--- src/hw/rtl/utce_pkg.sv ---
// Shared types, widths and calendar tables for the UTC date to epoch seconds block.
// No dependencies; used by every module in hw/rtl.
`timescale 1ns / 1ps
`default_nettype none

package utce_pkg;

   // Field widths
   localparam int YEAR_W  = 12;
   localparam int MONTH_W = 4;
   localparam int DAY_W   = 5;
   localparam int HOUR_W  = 5;
   localparam int MIN_W   = 6;
   localparam int SEC_W   = 6;
   localparam int EPOCH_W = 32;

   // Internal widths: whole-year days up to year 4095, days before a month, year / 100
   localparam int YDAYS_W = 20;
   localparam int MDAYS_W = 9;
   localparam int Q100_W  = 6;

   localparam logic [YEAR_W-1:0]  EPOCH_YEAR      = 12'd1970;
   localparam logic [MONTH_W-1:0] MONTHS_PER_YEAR = 4'd12;
   localparam int                 DAYS_PER_YEAR   = 365;
   localparam int                 YEARS_PER_CENT  = 100;

   // Leap years in 1..1969: 1969/4 - 1969/100 + 1969/400
   localparam logic [YDAYS_W-1:0] LEAPS_BEFORE_EPOCH = 20'd477;

   // floor(y / 100) = (y * 5243) >> 19, exact for y below 43690
   localparam int                 RECIP_W     = 13;
   localparam logic [RECIP_W-1:0] RECIP_100   = 13'd5243;
   localparam int                 RECIP_SHIFT = 19;

   // Days before each month, for 0..12 whole months
   localparam logic [MDAYS_W-1:0] DAYS_BEFORE_NORMAL [13] = '{
      9'd0, 9'd31, 9'd59, 9'd90, 9'd120, 9'd151, 9'd181,
      9'd212, 9'd243, 9'd273, 9'd304, 9'd334, 9'd365
   };
   localparam logic [MDAYS_W-1:0] DAYS_BEFORE_LEAP [13] = '{
      9'd0, 9'd31, 9'd60, 9'd91, 9'd121, 9'd152, 9'd182,
      9'd213, 9'd244, 9'd274, 9'd305, 9'd335, 9'd366
   };

   // Request in flight after the day count is known
   typedef struct packed {
      logic               valid;
      logic [EPOCH_W-1:0] days;
      logic [HOUR_W-1:0]  hour;
      logic [MIN_W-1:0]   minute;
      logic [SEC_W-1:0]   second;
   } day_item_type;

endpackage

`default_nettype wire

--- src/hw/rtl/utce_day_count.sv ---
// Day count pipeline: year / 100, leap rule, whole-year and whole-month days.
// Depends on utce_pkg. Three register stages.
`timescale 1ns / 1ps
`default_nettype none

module utce_day_count (
   input  wire logic                          clock,
   input  wire logic                          reset,
   input  wire logic                          req_valid,
   input  wire logic [utce_pkg::YEAR_W-1:0]   req_year,
   input  wire logic [utce_pkg::MONTH_W-1:0]  req_month_index,
   input  wire logic [utce_pkg::DAY_W-1:0]    req_day_of_month,
   input  wire logic [utce_pkg::HOUR_W-1:0]   req_hour,
   input  wire logic [utce_pkg::MIN_W-1:0]    req_minute,
   input  wire logic [utce_pkg::SEC_W-1:0]    req_second,
   output utce_pkg::day_item_type             day_item
);

   localparam int YW   = utce_pkg::YEAR_W;
   localparam int MW   = utce_pkg::MONTH_W;
   localparam int DW   = utce_pkg::DAY_W;
   localparam int HW   = utce_pkg::HOUR_W;
   localparam int NW   = utce_pkg::MIN_W;
   localparam int SW   = utce_pkg::SEC_W;
   localparam int EW   = utce_pkg::EPOCH_W;
   localparam int YDW  = utce_pkg::YDAYS_W;
   localparam int MDW  = utce_pkg::MDAYS_W;
   localparam int QW   = utce_pkg::Q100_W;
   localparam int RW   = utce_pkg::RECIP_W;
   localparam int PW   = YW + RW;

   // ---------------- stage 1: year / 100 by reciprocal, clamp month
   logic [PW-1:0] q_prod;
   logic [QW-1:0] q100_in;
   logic [MW-1:0] mon_in;

   logic          v1_ff;
   logic [YW-1:0] year1_ff;
   logic [QW-1:0] q100_1_ff;
   logic [MW-1:0] mon1_ff;
   logic [DW-1:0] mday1_ff;
   logic [HW-1:0] hour1_ff;
   logic [NW-1:0] min1_ff;
   logic [SW-1:0] sec1_ff;

   always_comb begin
      q_prod  = PW'(req_year) * PW'(utce_pkg::RECIP_100);
      q100_in = q_prod[utce_pkg::RECIP_SHIFT +: QW];
      mon_in  = (req_month_index > utce_pkg::MONTHS_PER_YEAR) ?
                utce_pkg::MONTHS_PER_YEAR : req_month_index;
   end

   always_ff @(posedge clock) begin
      if (reset) begin
         v1_ff <= 1'b0;
      end else begin
         v1_ff <= req_valid;
      end
   end

   always_ff @(posedge clock) begin
      year1_ff  <= req_year;
      q100_1_ff <= q100_in;
      mon1_ff   <= mon_in;
      mday1_ff  <= req_day_of_month;
      hour1_ff  <= req_hour;
      min1_ff   <= req_minute;
      sec1_ff   <= req_second;
   end

   // ---------------- stage 2: leap rule, whole-year days, whole-month days
   logic [YW-1:0]  rem100;
   logic           div100;
   logic           div400;
   logic           leap;
   logic [YW-1:0]  year_prev;
   logic [YW-1:0]  leaps_prev;
   logic [YW-1:0]  span;
   logic [YDW-1:0] ydays_raw;
   logic [YDW-1:0] ydays_in;
   logic [MDW-1:0] mdays_in;

   logic           v2_ff;
   logic [YDW-1:0] ydays2_ff;
   logic [MDW-1:0] mdays2_ff;
   logic [DW-1:0]  mday2_ff;
   logic [HW-1:0]  hour2_ff;
   logic [NW-1:0]  min2_ff;
   logic [SW-1:0]  sec2_ff;

   always_comb begin
      rem100 = year1_ff - YW'(YW'(q100_1_ff) * YW'(utce_pkg::YEARS_PER_CENT));
      div100 = (rem100 == '0);
      div400 = div100 && (q100_1_ff[1:0] == 2'b00);
      leap   = (year1_ff[1:0] == 2'b00) && (!div100 || div400);

      // leap years in 1..year-1, from year / 100 corrected for the year itself
      year_prev  = year1_ff - YW'(1);
      leaps_prev = (year_prev >> 2)
                 - (YW'(q100_1_ff) - YW'(div100))
                 + (YW'(q100_1_ff >> 2) - YW'(div400));

      span      = year1_ff - utce_pkg::EPOCH_YEAR;
      ydays_raw = YDW'(span) * YDW'(utce_pkg::DAYS_PER_YEAR)
                + YDW'(leaps_prev) - utce_pkg::LEAPS_BEFORE_EPOCH;
      ydays_in  = (year1_ff > utce_pkg::EPOCH_YEAR) ? ydays_raw : '0;

      mdays_in  = leap ? utce_pkg::DAYS_BEFORE_LEAP[mon1_ff]
                       : utce_pkg::DAYS_BEFORE_NORMAL[mon1_ff];
   end

   always_ff @(posedge clock) begin
      if (reset) begin
         v2_ff <= 1'b0;
      end else begin
         v2_ff <= v1_ff;
      end
   end

   always_ff @(posedge clock) begin
      ydays2_ff <= ydays_in;
      mdays2_ff <= mdays_in;
      mday2_ff  <= mday1_ff;
      hour2_ff  <= hour1_ff;
      min2_ff   <= min1_ff;
      sec2_ff   <= sec1_ff;
   end

   // ---------------- stage 3: total day count, day of month counts from 1
   logic [EW-1:0]          days_in;
   utce_pkg::day_item_type item_ff;

   always_comb begin
      days_in = EW'(ydays2_ff) + EW'(mdays2_ff) + EW'(mday2_ff) - EW'(1);
   end

   always_ff @(posedge clock) begin
      if (reset) begin
         item_ff.valid <= 1'b0;
      end else begin
         item_ff.valid <= v2_ff;
      end
      item_ff.days   <= days_in;
      item_ff.hour   <= hour2_ff;
      item_ff.minute <= min2_ff;
      item_ff.second <= sec2_ff;
   end

   assign day_item = item_ff;

   // Reciprocal divide must leave a remainder below 100
   a_rem100_range : assert property (@(posedge clock) disable iff (reset)
      v1_ff |-> (rem100 < YW'(utce_pkg::YEARS_PER_CENT)))
      else $error("year / 100 reciprocal gave an out-of-range remainder");

   // Years up to the epoch contribute no whole-year days
   a_pre_epoch_zero : assert property (@(posedge clock) disable iff (reset)
      (v1_ff && (year1_ff <= utce_pkg::EPOCH_YEAR)) |=> (ydays2_ff == '0))
      else $error("whole-year days nonzero at or before the epoch year");

endmodule

`default_nettype wire

--- src/hw/rtl/utce_sec_scale.sv ---
// Scaling pipeline: days to hours, minutes and seconds, one constant multiply a stage.
// Depends on utce_pkg. Three register stages, the last drives the result ports.
`timescale 1ns / 1ps
`default_nettype none

module utce_sec_scale (
   input  wire logic                          clock,
   input  wire logic                          reset,
   input  wire utce_pkg::day_item_type        day_item,
   output logic                               rsp_valid,
   output logic [utce_pkg::EPOCH_W-1:0]       rsp_epoch_seconds
);

   localparam int EW = utce_pkg::EPOCH_W;
   localparam int NW = utce_pkg::MIN_W;
   localparam int SW = utce_pkg::SEC_W;

   // ---------------- stage 4: hours
   logic          v4_ff;
   logic [EW-1:0] hours_ff;
   logic [NW-1:0] min4_ff;
   logic [SW-1:0] sec4_ff;
   logic [EW-1:0] hours_in;

   assign hours_in = day_item.days * EW'(24) + EW'(day_item.hour);

   always_ff @(posedge clock) begin
      if (reset) begin
         v4_ff <= 1'b0;
      end else begin
         v4_ff <= day_item.valid;
      end
   end

   always_ff @(posedge clock) begin
      hours_ff <= hours_in;
      min4_ff  <= day_item.minute;
      sec4_ff  <= day_item.second;
   end

   // ---------------- stage 5: minutes
   logic          v5_ff;
   logic [EW-1:0] mins_ff;
   logic [SW-1:0] sec5_ff;
   logic [EW-1:0] mins_in;

   assign mins_in = hours_ff * EW'(60) + EW'(min4_ff);

   always_ff @(posedge clock) begin
      if (reset) begin
         v5_ff <= 1'b0;
      end else begin
         v5_ff <= v4_ff;
      end
   end

   always_ff @(posedge clock) begin
      mins_ff <= mins_in;
      sec5_ff <= sec4_ff;
   end

   // ---------------- stage 6: seconds, result register
   logic          v6_ff;
   logic [EW-1:0] secs_ff;
   logic [EW-1:0] secs_in;

   assign secs_in = mins_ff * EW'(60) + EW'(sec5_ff);

   always_ff @(posedge clock) begin
      if (reset) begin
         v6_ff <= 1'b0;
      end else begin
         v6_ff <= v5_ff;
      end
   end

   always_ff @(posedge clock) begin
      secs_ff <= secs_in;
   end

   assign rsp_valid         = v6_ff;
   assign rsp_epoch_seconds = secs_ff;

endmodule

`default_nettype wire

--- src/hw/rtl/utc_date_to_epoch_seconds.sv ---
// Top level of the UTC date to epoch seconds converter.
// Depends on utce_pkg, utce_day_count and utce_sec_scale.
`timescale 1ns / 1ps
`default_nettype none

// Converts a broken-down UTC date and time into seconds since 1970-01-01 00:00:00,
// leap seconds ignored, with the Gregorian leap rule. Nothing is validated: an
// out-of-range day, hour, minute or second simply adds on, a month index above 11
// counts the whole year, years up to 1970 add no year days, and the total wraps
// modulo 2^32. A request is taken on every cycle that start is high (busy is always
// low), and its result appears on rsp_epoch_seconds with the rsp_valid strobe for
// one cycle, in request order, after it has passed through the six-stage pipeline
// (three for the day count, three for the hour/minute/second scaling); throughput
// is one request per clock. The receiver cannot stall results.
module utc_date_to_epoch_seconds (
   input  wire logic                          clock,
   input  wire logic                          reset,
   input  wire logic                          start,
   output logic                               busy,
   input  wire logic [utce_pkg::YEAR_W-1:0]   req_year,
   input  wire logic [utce_pkg::MONTH_W-1:0]  req_month_index,
   input  wire logic [utce_pkg::DAY_W-1:0]    req_day_of_month,
   input  wire logic [utce_pkg::HOUR_W-1:0]   req_hour,
   input  wire logic [utce_pkg::MIN_W-1:0]    req_minute,
   input  wire logic [utce_pkg::SEC_W-1:0]    req_second,
   output logic                               rsp_valid,
   output logic [utce_pkg::EPOCH_W-1:0]       rsp_epoch_seconds
);

   utce_pkg::day_item_type day_item;
   logic                   req_take;

   // Accept a request every cycle: the pipeline never holds
   assign busy     = 1'b0;
   assign req_take = start && !busy;

   utce_day_count u_day_count (
      .clock            (clock),
      .reset            (reset),
      .req_valid        (req_take),
      .req_year         (req_year),
      .req_month_index  (req_month_index),
      .req_day_of_month (req_day_of_month),
      .req_hour         (req_hour),
      .req_minute       (req_minute),
      .req_second       (req_second),
      .day_item         (day_item)
   );

   utce_sec_scale u_sec_scale (
      .clock             (clock),
      .reset             (reset),
      .day_item          (day_item),
      .rsp_valid         (rsp_valid),
      .rsp_epoch_seconds (rsp_epoch_seconds)
   );

   // Every accepted request yields a result once it leaves the pipeline
   a_req_to_rsp : assert property (@(posedge clock) disable iff (reset)
      req_take |-> ##6 rsp_valid)
      else $error("accepted request produced no result after six cycles");

   // No result without a matching earlier request
   a_rsp_has_req : assert property (@(posedge clock) disable iff (reset)
      rsp_valid |-> $past(req_take, 6))
      else $error("result strobe without a matching request");

endmodule

`default_nettype wire
--- config.mk ---
export PLATFORM = sky130hd
export DESIGN_NAME = utc_date_to_epoch_seconds
export DESIGN_NICKNAME = d
export VERILOG_FILES = /design/src/hw/rtl/utce_pkg.sv /design/src/hw/rtl/utce_day_count.sv /design/src/hw/rtl/utce_sec_scale.sv /design/src/hw/rtl/utc_date_to_epoch_seconds.sv
export SDC_FILE = /design/constraint.sdc
export NUM_CORES = 1
export LEC_CHECK = 0
export BUFFER_PORTS_ARGS = -buffer_cell sky130_fd_sc_hd__buf_2
export CAP_MARGIN = 20
export CORE_MARGIN = 2
export CORE_UTILIZATION = 51
export CTS_CLUSTER_SIZE = 20
export DETAILED_ROUTE_END_ITERATION = 10
export PLACE_DENSITY = 0.76
export SYNTH_ARGS = -nofsm -noshare
export SYNTH_HDL_FRONTEND = slang
export SYNTH_HIERARCHICAL = 1
export SYNTH_SLANG_ARGS = --single-unit
--- constraint.sdc ---
create_clock -name clock -period 22.5 [get_ports clock]
set_input_delay 0 -clock clock [delete_from_list [all_inputs] [get_ports clock]]
set_output_delay 0 -clock clock [all_outputs]
set_load 0.05 [all_outputs]
; Yosys cells after proc, flatten, opt, wreduce, memory -nomap -nowiden
; Memories as Yosys holds them, arrays and structs flattened.
; Cells that the tools add are included.
[op_classes]
addsub = 15
multipliers = 6
order_cmp = 3
mux = 5
bitwise_logic = 1
n_reduce_logical = 7
[op_table]
columns = op, count
row1 = $add 32x5->32, 2
row2 = $add 32x6->32, 2
row3 = $mul 32x4->30 const B, 2
row4 = $mux 9, 5
row5 = $mul 32x2->29 const B, 1
row6 = $sub 32x1->32 const B, 1
row7 = $mul 12x13->25 const B, 1
row8 = $add 20x9->21, 1
row9 = $add 20x12->20, 1
row10 = $mul 12x9->20 const B, 1
row11 = $sub 20x9->20 const B, 1
row12 = $add 12x12->12, 1
row13 = $gt 12x11->1 const B, 1
row14 = $logic_not 12->1, 1
row15 = $sub 10x12->12, 1
row16 = $sub 12x1->12 const B, 1
row17 = $sub 12x11->12 const B, 1
row18 = $sub 12x12->12, 1
row19 = $mul 6x5->10 const B, 1
row20 = $sub 6x1->7, 1
row21 = $ge 5x5->1 const B, 1
row22 = $not 4->5, 1
row23 = $sub 4x1->5, 1
row24 = $gt 4x4->1 const B, 1
row25 = 4 further kinds, 6
[word_totals]
register_bits = 264
rom_bits = 288
out_inout_bits = 34
elab_cells = 68
mem_count = 2
[memory_table]
columns = name, depth, width, read_ports, rd_ports_with_merged_regs, write_ports, line_no
row1 = (no name shown), 16, 9, 1, 0, 0, utce_day_count.sv:108  ; mdays_in = leap ? utce_pkg::DAYS_BEFORE_LEAP[mon1_ff]
row2 = (no name shown), 16, 9, 1, 0, 0, utce_day_count.sv:109  ; : utce_pkg::DAYS_BEFORE_NORMAL[mon1_ff];

; Longest topological paths before layout
[depth]
depth_word = 8
ltp_mapped = 41

; Modules after synthesis
; Netlist, hierarchy kept.
[by_module_without_submodules]
columns = module, n_inst, cells_per_inst, area_each_um2, seq_area_each_um2
row1 = utce_day_count, 1, 1239, 12180.4, 2762.6
row2 = utce_sec_scale, 1, 1139, 10563.9, 2222.1
row3 = utc_date_to_epoch_seconds, 1, 2, 11.3, 0.0

; Worst setup path after synthesis
; OpenSTA, ideal clock, no wires.
[synth_path]
kind = reg-to-reg
from = reg u_day_count.q100_1_ff[2]
to = reg u_day_count.ydays2_ff[18]
setup_ns = 0.120
arrival_ns = 9.234
t_required_ns = 22.380
path_slack_ns = 13.146
path_stages_with_launch = 40
n_path_buf = 0
period_less_slack_ns = 9.354
path_cell_list = dfxtp_1 > inv_1 > ha_1 > ha_1 > ha_1 > fa_1 > a21o_1 > a21oi_1 > xor2_1 > ha_1 > xor3_1 > a22oi_1 > nor3_1 > and2_1 > ha_1 > ha_1 > fa_1 > inv_1 > (+4 left out) > a21oi_1 > o21bai_1 > a21oi_1 > nor4b_1 > nor3_1 > fa_1 > fa_1 > fa_1 > inv_1 > ha_1 > a21o_1 > a21o_1 > a21oi_1 > nand2b_1 > a31oi_1 > o31ai_1 > nor4b_1 > a211o_1
[synth_between]
elab_chain_cells = 8
elab_cells_between_ends = 10
classes_between = add/sub (7) / mul (1) / reduce/logical (2)
[synth_rtl]
columns = item, line_no
row1 = "start, declared", utce_day_count.sv:39  ; logic [QW-1:0] q100_1_ff;
row2 = "start signal, assigned", utce_day_count.sv:63  ; q100_1_ff <= q100_in;
row3 = $mul 6x5->10, utce_day_count.sv:92  ; rem100 = year1_ff - YW'(YW'(q100_1_ff) * YW'(utce_pkg::YEARS_PER_CENT));
row4 = $sub 12x12->12, utce_day_count.sv:92
row5 = $logic_not 12->1, utce_day_count.sv:93  ; div100 = (rem100 == '0);
row6 = $sub 6x1->7 or $logic_and 1x1->1 (tied branches), "utce_day_count.sv:100, utce_day_count.sv:94"
row7 = $sub 10x12->12 or $sub 4x1->5 (tied branches), "utce_day_count.sv:100, utce_day_count.sv:101"
row8 = $add 12x12->12 *, utce_day_count.sv:101  ; + (YW'(q100_1_ff >> 2) - YW'(div400));
row9 = $add 20x12->20 *, utce_day_count.sv:105  ; + YDW'(leaps_prev) - utce_pkg::LEAPS_BEFORE_EPOCH;
row10 = $sub 20x9->20 *, utce_day_count.sv:105
row11 = "end signal, assigned", utce_day_count.sv:121  ; ydays2_ff <= ydays_in;
row12 = "end, declared", utce_day_count.sv:84  ; logic [YDW-1:0] ydays2_ff;
; Mark *: on every way between the ends. The rest lies on a longest branch, timed or not.
; A chain may end at the register's enable or synchronous reset.

; Worst setup path in the final report
; Ends and elaborated chain as after synthesis.

==> impl_results.html <==
<table>
<tr><th>Metric</th><th>Value</th></tr>
<tr><th colspan="2">Place</th></tr>
<tr><td>Routability-driven placement congestion ratio</td><td>0.885</td></tr>
<tr><td>IO Port Bufs</td><td>73</td></tr>
<tr><td>Hpwl dp</td><td>35400 um</td></tr>
<tr><td>Post-Place Cells</td><td>3009</td></tr>
<tr><th colspan="2">STA</th></tr>
<tr><td>Max-slew violation count</td><td>0</td></tr>
<tr><td>Top achievable clock speed</td><td>0.0975 GHz</td></tr>
<tr><td>Sum Neg Setup Slack</td><td>0 ns</td></tr>
<tr><td>Part of the cycle the worst path needs</td><td>0.456</td></tr>
<tr><td>Unrepaired setup endpoints after global routing</td><td>no</td></tr>
<tr><td>Tmin final</td><td>10.25 ns</td></tr>
<tr><td>Worst-Margin Slew</td><td>0.870 ns</td></tr>
<tr><td>Final hold vios</td><td>0</td></tr>
<tr><td>Endpoints failing setup</td><td>0</td></tr>
<tr><td>Max-slew headroom</td><td>0.416</td></tr>
<tr><td>Clk_skew</td><td>0.0192 ns</td></tr>
<tr><th colspan="2">Worst setup path</th></tr>
<tr><td>Critical path data required time</td><td>22.94 ns</td></tr>
<tr><td>Crit path arrival time</td><td>10.69 ns</td></tr>
<tr><td>Category of the worst setup path launch point</td><td>flop</td></tr>
<tr><td>Setup crit end kind</td><td>flop</td></tr>
<tr><td>Peak fanout along the critical path</td><td>5</td></tr>
<tr><td>Delay contributed by the slowest stage of the critical path</td><td>0.54 ns</td></tr>
<tr><td>Gate family responsible for the most delay along the worst path</td><td>adder cells</td></tr>
<tr><td>Worst setup path class</td><td>flop to flop</td></tr>
<tr><td>Slowest library cell on the worst path</td><td>sky130_fd_sc_hd__fa_1</td></tr>
<tr><td>Most frequent cell on the critical path</td><td>sky130_fd_sc_hd__ha_1</td></tr>
<tr><td>Count of buffer and inverter cells on the critical path</td><td>3</td></tr>
<tr><th colspan="2">Cells and area</th></tr>
<tr><td>Area delta synth-&gt;final</td><td>10.3%</td></tr>
<tr><td>Most common cell after layout, fill and taps aside</td><td>sky130_fd_sc_hd__inv_1</td></tr>
<tr><td>Share of final-layout standard cells stronger than drive strength 1</td><td>0.0646</td></tr>
<tr><td>Diode insertion count for antenna repair</td><td>0</td></tr>
<tr><td>Post-layout nets</td><td>3090</td></tr>
<tr><td>Final core utilization</td><td>0.567</td></tr>
<tr><td>Final cell count without fillers</td><td>3101</td></tr>
<tr><td>Leading cell types in the layout, fill and taps excluded</td><td>430 x sky130_fd_sc_hd__inv_1, 339 x sky130_fd_sc_hd__ha_1, 249 x sky130_fd_sc_hd__dfxtp_1, 222 x sky130_fd_sc_hd__fa_1, 156 x sky130_fd_sc_hd__xnor2_1</td></tr>
<tr><th colspan="2">Die</th></tr>
<tr><td>Starting Density</td><td>0.515</td></tr>
<tr><td>X dimension of the die</td><td>215 um</td></tr>
<tr><td>Core area</td><td>0.0441 mm2</td></tr>
<tr><td>Standard-cell rows</td><td>77</td></tr>
<tr><td>Ports</td><td>75</td></tr>
<tr><td>Full die area</td><td>0.0462 mm2</td></tr>
<tr><td>Chip Height</td><td>215 um</td></tr>
<tr><th colspan="2">GRT</th></tr>
<tr><td>Sum of overflow across all layers after global routing</td><td>0</td></tr>
<tr><td>Met2 GRT Util</td><td>0.363</td></tr>
<tr><td>Met3 track demand over resource in global routing</td><td>0.0215</td></tr>
<tr><td>Overall global routing resource usage</td><td>0.191</td></tr>
<tr><td>GR Layer Usage met1</td><td>0.228</td></tr>
<tr><td>Number of antenna violations at the first check in global routing</td><td>0</td></tr>
<tr><td>Most utilized layer in the global route result</td><td>met2</td></tr>
<tr><td>Number of global-route vias before repair</td><td>between 15000 and 20000</td></tr>
<tr><td>Pin count of the biggest net entering global routing</td><td>17</td></tr>
<tr><td>Wire length of the first global-routing pass</td><td>between 70000 and 80000 um</td></tr>
<tr><th colspan="2">Clock network</th></tr>
<tr><td>Clk Tree Root Cell</td><td>sky130_fd_sc_hd__clkbuf_16</td></tr>
<tr><td>TritonCTS clock tree</td><td>yes</td></tr>
<tr><td>Number of resized instances in the post-cts repair step</td><td>0</td></tr>
<tr><td># H-tree levels</td><td>1</td></tr>
<tr><td>Clock latency on the worst-skew pair</td><td>about 0.57 ns</td></tr>
<tr><td>Cts bufs inserted</td><td>28</td></tr>
<tr><td>Clock transition at the registers of the reported paths</td><td>0.06 ns</td></tr>
<tr><td>Sink Count</td><td>249</td></tr>
<tr><td>Maximum number of buffers from clock root to sink</td><td>3</td></tr>
<tr><th colspan="2">Synthesis</th></tr>
<tr><td>Per-instance average area after synthesis</td><td>9.57 um2</td></tr>
<tr><td>Mapped cell area</td><td>0.0227 mm2</td></tr>
<tr><td>Total nets after synthesis</td><td>2975</td></tr>
<tr><td>Yosys warnings</td><td>6</td></tr>
<tr><td>Cell count after synthesis</td><td>2373</td></tr>
<tr><th colspan="2">Route</th></tr>
<tr><td>Total wire length after detailed routing</td><td>42700 um</td></tr>
<tr><td>Residual antenna-violating net count after detailed routing</td><td>0</td></tr>
<tr><td>Wire length per cell after detailed routing</td><td>around 14 um</td></tr>
<tr><td>Average vias per placed instance</td><td>5.22</td></tr>
<tr><td>Count of routing violations after the opening detailed-route iteration</td><td>673</td></tr>
<tr><td>Vias after detailed routing</td><td>around 16000</td></tr>
<tr><td>First-pass iteration count of the detailed router</td><td>5</td></tr>
<tr><td>DRC viols</td><td>0</td></tr>
<tr><th colspan="2">Hold path</th></tr>
<tr><td>Class of the most critical hold timing path</td><td>primary input to flop</td></tr>
<tr><th colspan="2">Run status</th></tr>
<tr><td>Run status</td><td>finished, final reports clean</td></tr>
<tr><th colspan="2">Run</th></tr>
<tr><td>Maxcap violations</td><td>0</td></tr>
</table>
## metal layers
| metal | up-vias | wire length, um |
|---|---|---|
| met5 | - | 0 |
| met4 | 0 | 799 |
| met3 | 59 | 1260 |
| met2 | 228 | 22100 |
| met1 | 7779 | 18600 |
| li1 | 8133 | - |
## metrics by stage
stage               worst slack, ns  hold slack, ns  area [um2]
floorplan                     13.15          0.0277       22700
global placement              12.58           0.103       23700
finish                        12.25          0.0694       25000
CTS                           12.26          0.0360       25000
detailed placement            12.30           0.104       23700
global route                  11.72          0.0453       25000
## repair_timing
| action | CTS | global route |
|---|---|---|
| buffers inserted | 0 | 0 |
| endpoints found under the hold margin | 44 | 0 |
| hold buffers | 40 | 0 |
## worst paths after layout
| check | start | endpoint | slack [ns] | cells past startpoint |
|---|---|---|---|---|
| setup / recovery | u_day_count/q100_1_ff[2] | u_day_count/ydays2_ff[18] | 12.25 | 39 |
| hold / removal | req_second[3] | u_day_count/sec1_ff[3] | 0.07 | 2 |
| setup reg to reg | u_day_count/q100_1_ff[2] | u_day_count/ydays2_ff[18] | 12.25 | 39 |
| hold reg to reg | u_day_count/min2_ff[4] | u_day_count/day_item[10] | 0.32 | 0 |
## flip-flops by register name (all words and copies together) (netlist names), 4 cells and up
register and count:
u_day_count/hour2_ff 5, u_sec_scale/mins_ff 30, u_sec_scale/min4_ff 6, u_day_count/year1_ff 12, u_day_count/sec2_ff 6, u_day_count/ydays2_ff 20, u_day_count/mday1_ff 5, u_day_count/sec1_ff 6
u_day_count/q100_1_ff 6, u_day_count/mdays2_ff 9, u_day_count/mday2_ff 5, u_sec_scale/hours_ff 28, u_day_count/hour1_ff 5, u_sec_scale/sec5_ff 6, u_day_count/min2_ff 6, u_day_count/mon1_ff 4
u_day_count/min1_ff 6, u_sec_scale/sec4_ff 6, u_day_count/day_item 41, u_sec_scale/rsp_epoch_seconds 32
## area by class of cell
cell class                 count  area (um2)
clock buffer                  37         774
sequential                   249        4980
inverter                     430        1610
tap                          592         741
clock inverter                14         168
timing repair buffer         116         788
multi-input combinational   1663       16000
fill                        3873       19100
## worst reg2reg max path, delay by kind of cell, from the launching register on
family	cells	cell delay [ns]
XOR/XNOR	2	0.56
flip-flops	1	0.40
buffers and inverters	3	0.27
AND/OR/NAND/NOR	6	0.99
adder cells (fa/ha/maj)	13	4.85
AO/OA/AOI/OAI	15	3.08
Power is not shown: default switching activity piles up to over one toggle a cycle in this logic, so the estimate is an artifact.
